`src/design/lirc_ram.sv`:
```
// ----------------------------------------------------------------------------
// lirc_ram
// Generic simple dual-port RAM: one write port, one registered read port.
// ----------------------------------------------------------------------------
`default_nettype none

module lirc_ram #(
  parameter int WIDTH = 8,
  parameter int DEPTH = 16,
  localparam int AW   = (DEPTH > 1) ? $clog2(DEPTH) : 1
) (
  input  wire logic             clk,
  input  wire logic             we,
  input  wire logic [AW-1:0]    waddr,
  input  wire logic [WIDTH-1:0] wdata,
  input  wire logic [AW-1:0]    raddr,
  output logic      [WIDTH-1:0] rdata
);

  logic [WIDTH-1:0] mem [DEPTH];

  // Write, and register the read data
  always_ff @(posedge clk) begin
    if (we) begin
      mem[waddr] <= wdata;
    end
    rdata <= mem[raddr];
  end

endmodule

`default_nettype wire

```
`config.mk`:
```
export PLATFORM = sky130hd
export DESIGN_NAME = lirc_ram
export DESIGN_NICKNAME = d
export VERILOG_FILES = /design/src/design/lirc_ram.sv
export SDC_FILE = /design/constraint.sdc
export NUM_CORES = 1
export LEC_CHECK = 0
export BUFFER_PORTS_ARGS = -buffer_cell sky130_fd_sc_hd__buf_2
export CAP_MARGIN = 20
export CORE_MARGIN = 2
export CORE_UTILIZATION = 63
export CTS_BUF_LIST = sky130_fd_sc_hd__clkbuf_4
export DETAILED_ROUTE_END_ITERATION = 10
export GPL_ROUTABILITY_DRIVEN = 0
export GPL_TIMING_DRIVEN = 0
export PLACE_DENSITY = 0.91
export SLEW_MARGIN = 20
export SYNTH_ARGS = -nofsm -noshare
export SYNTH_HDL_FRONTEND = slang
export SYNTH_SLANG_ARGS = --single-unit
```
`constraint.sdc`:
```
create_clock -name clk -period 1.94 [get_ports clk]
set_input_delay 0.194 -clock clk [delete_from_list [all_inputs] [get_ports clk]]
set_output_delay 0.194 -clock clk [all_outputs]
set_load 0.02 [all_outputs]
```
==> run_results.csv <==
group,metric,value,unit
power_and_ir_drop,p_int,4460,uW
worst_setup_path,cpPeakStageDelay,0.69,ns
floorplan,rows,32,
power_and_ir_drop,p_seq_share,58.0,%
min_path,min_path_cells,1,
yosys,synth_top_area_share,74.7,%
timing,fin_ws,0.517,ns
global_route,grt_overflow,0,
power_and_ir_drop,power_density,989,nW/um^2
worst_setup_path,crit_chain,"buf_2 > or3b_2 > nor2_1",
floorplan,fp.dieW,94.4,um
worst_setup_path,worstPathRequired,2.07,ns
clock_tree,clockRootBuffer,"clkbuf_4",
layout,fin_util,73.6,%
floorplan,start_util,65.9,%
power_and_ir_drop,power.share.switching,21.6,%
worst_setup_path,worstPathArrival,1.55,ns
yosys,synth-seq-cells,136,
yosys,synth.yosys.seq_area_share,77.8,%
worst_setup_path,cp-end-kind,"register",
timing,max_slew_margin,41.9,%
floorplan,dieArea,8910,um^2
worst_setup_path,crit_cells,3,
clock_tree,clkSinkCount,136,
timing,period_needed,1.42,ns
place,dp_hpwl,6060,um
global_route,grt_max_degree,17,
route,drt_first_iter_violations,245,
layout,layout_commonest_cell,"edfxtp_1",
route,first_pass_iters,5,
layout,syn2layout_area_growth,11.7,%
worst_setup_path,critPathBufInv,1,
floorplan,core_area,7810,um^2
route,drt.antenna.violating_nets,0,
clock_tree,cts_buffers,17,
timing,worst_pin_slew,0.869,ns
min_path,min_path_type,"primary input to register",
outcome,status,"complete, no violations",
floorplan,die_h,94.4,um
worst_setup_path,path_max_fanout,8,
yosys,synth_cell_type_count,19,
clock_tree,clock_path_buffers,2,
layout,diodes,0,
worst_setup_path,crit_path_start_kind,"primary input",
clock_tree,clkTransAtPathRegs,0.11,ns
clock_tree,h-tree-depth,4,
global_route,grt.total_usage,23.1,%
power_and_ir_drop,p_switching,1230,uW
clock_tree,post_cts_buffers,0,
power_and_ir_drop,p_leak,0.00191,uW
floorplan,ios,26,
route,drcViolationCount,0,
timing,rsz0062_at_grt,"false",
clock_tree,hold_buffers,0,
yosys,ys_top_cells_by_area,"edfxtp_1 (75%), mux4_2 (7.9%), mux4_1 (7.1%)",
worst_setup_path,cpLargestDelayFamily,"simple AND/OR/NAND/NOR gates",
layout,final_cell_mix,"edfxtp_1 (128), buf_2 (27), mux4_2 (18), clkbuf_4 (18), a22oi_1 (16)",
timing,maxSlewViolCount,0,
yosys,synth_area_leader_cell,"edfxtp_1",
global_route,grt_pass1_wl,13600,um
route,avgRoutedWirePerCell,24.2,um
yosys,avgSynthCellArea,22.5,um^2
timing,worst_clock_skew,0.0180,ns
timing,post-route-period-util,73.3,%
power_and_ir_drop,combPwrFrac,5.8,%
place,place_ws,0.0775,ns
clock_tree,ctsResizeCount,0,
place,io_buffer_count,24,
yosys,synth_nets,247,
layout,layout.nets,290,
clock_tree,cts_tree,"built",
route,vias,2435,
worst_setup_path,slowest_stage,"nor2_1",
worst_setup_path,reg2reg_depth,3,
layout,n_fill_cell,439,
route,viasPerCell,6.29,
clock_tree,insertion_delay,0.51,ns
layout,drive_gt1_share,31.2,%
yosys,synth_warnings,0,
yosys,synth_cells,229,
route,wl,9380,um
yosys,synth_area,5150,um^2
global_route,grt_pass1_vias,2350,
timing,max_freq,703,MHz
timing,hold_viol,0,
run,drv_cap,0,
worst_setup_path,criticalPathCategory,"primary input to register",
timing,setup_viol,0,
power_and_ir_drop,vdd_drop_max,0.805,mV
global_route,antenna_found_initial,0,
power_and_ir_drop,clockPowerShare,36.2,%
state kept, by name (all words and copies together) (netlist names):
signal  cells
mem       128
rdata       8
logic make-up (layout without fill, tap and decap cells):
kind of cell	after synthesis	count (layout)	share of synthesized area, %
flops	136	136	77.8
compound gates	16	16	2.33
buf+inv	10	66	1.68
simple gates	35	35	3.18
mux	32	32	15.0
power groups by stage:
stage | combinational, uW | sequential, uW | clock [uW]
floorplan | 167 | 3380 | 0
global placement | 315 | 3360 | 0
detailed placement | 330 | 3360 | 0
CTS | 332 | 3300 | 2080
global route | 353 | 3300 | 2190
finish | 331 | 3300 | 2060
synth_stat cells, drive strengths merged:
cell	instances
a22oi	16
and2	1
and2b	1
buf	7
clkdlybuf4s25	3
dfxtp	8
edfxtp	128
mux4	32
nand2	9
nand2b	2
nand3	1
nand3b	2
nor2	13
nor2b	1
nor3	4
or3b	1
final timing paths:
kind	from	endpoint	slack [ns]
setup / recovery	waddr[2]	mem[3][6]$_DFFE_PP_	0.52
hold / removal	wdata[6]	mem[5][6]$_DFFE_PP_	0.07
setup reg to reg	mem[2][7]$_DFFE_PP_	rdata[7]$_DFF_P_	0.52
hold reg to reg	mem[11][4]$_DFFE_PP_	rdata[4]$_DFF_P_	0.69
cell type report:
| cell class | count | area, um^2 | share of cell area (%) |
|---|---|---|---|
| Timing Repair Buffer | 24 | 120 | 2.09 |
| Clock buffer | 18 | 135 | 2.35 |
| Buffer | 10 | 86.3 | 1.50 |
| Sequential cell | 136 | 4000 | 69.6 |
| Tap cell | 102 | 128 | 2.22 |
| Multi-Input combinational cell | 83 | 1080 | 18.7 |
| Clock inverter | 14 | 199 | 3.46 |
stage by stage:
step,setup TNS [ns],std cells,cell area (um^2),power [uW],hold slack (ns)
2_1_floorplan,0,229,5150,3550,0.293
3_3_place_gp,-1.99,355,5400,3670,0.580
3_5_place_dp,0,355,5410,3690,0.600
4_1_cts,0,387,5740,5710,0.0247
5_1_grt,0,387,5750,5840,0.0301
6_report,0,387,5750,5680,0.0714
routing by layer:
metal,wire [um],GRT usage [%],share of wire [%]
met1,3800,33.5,40
met3,762,6.23,8.1
met2,4670,34.9,50
met4,144,8.94,1.5
met5,0,0,0
No activity file was read; power rests on OpenSTA's default activity.
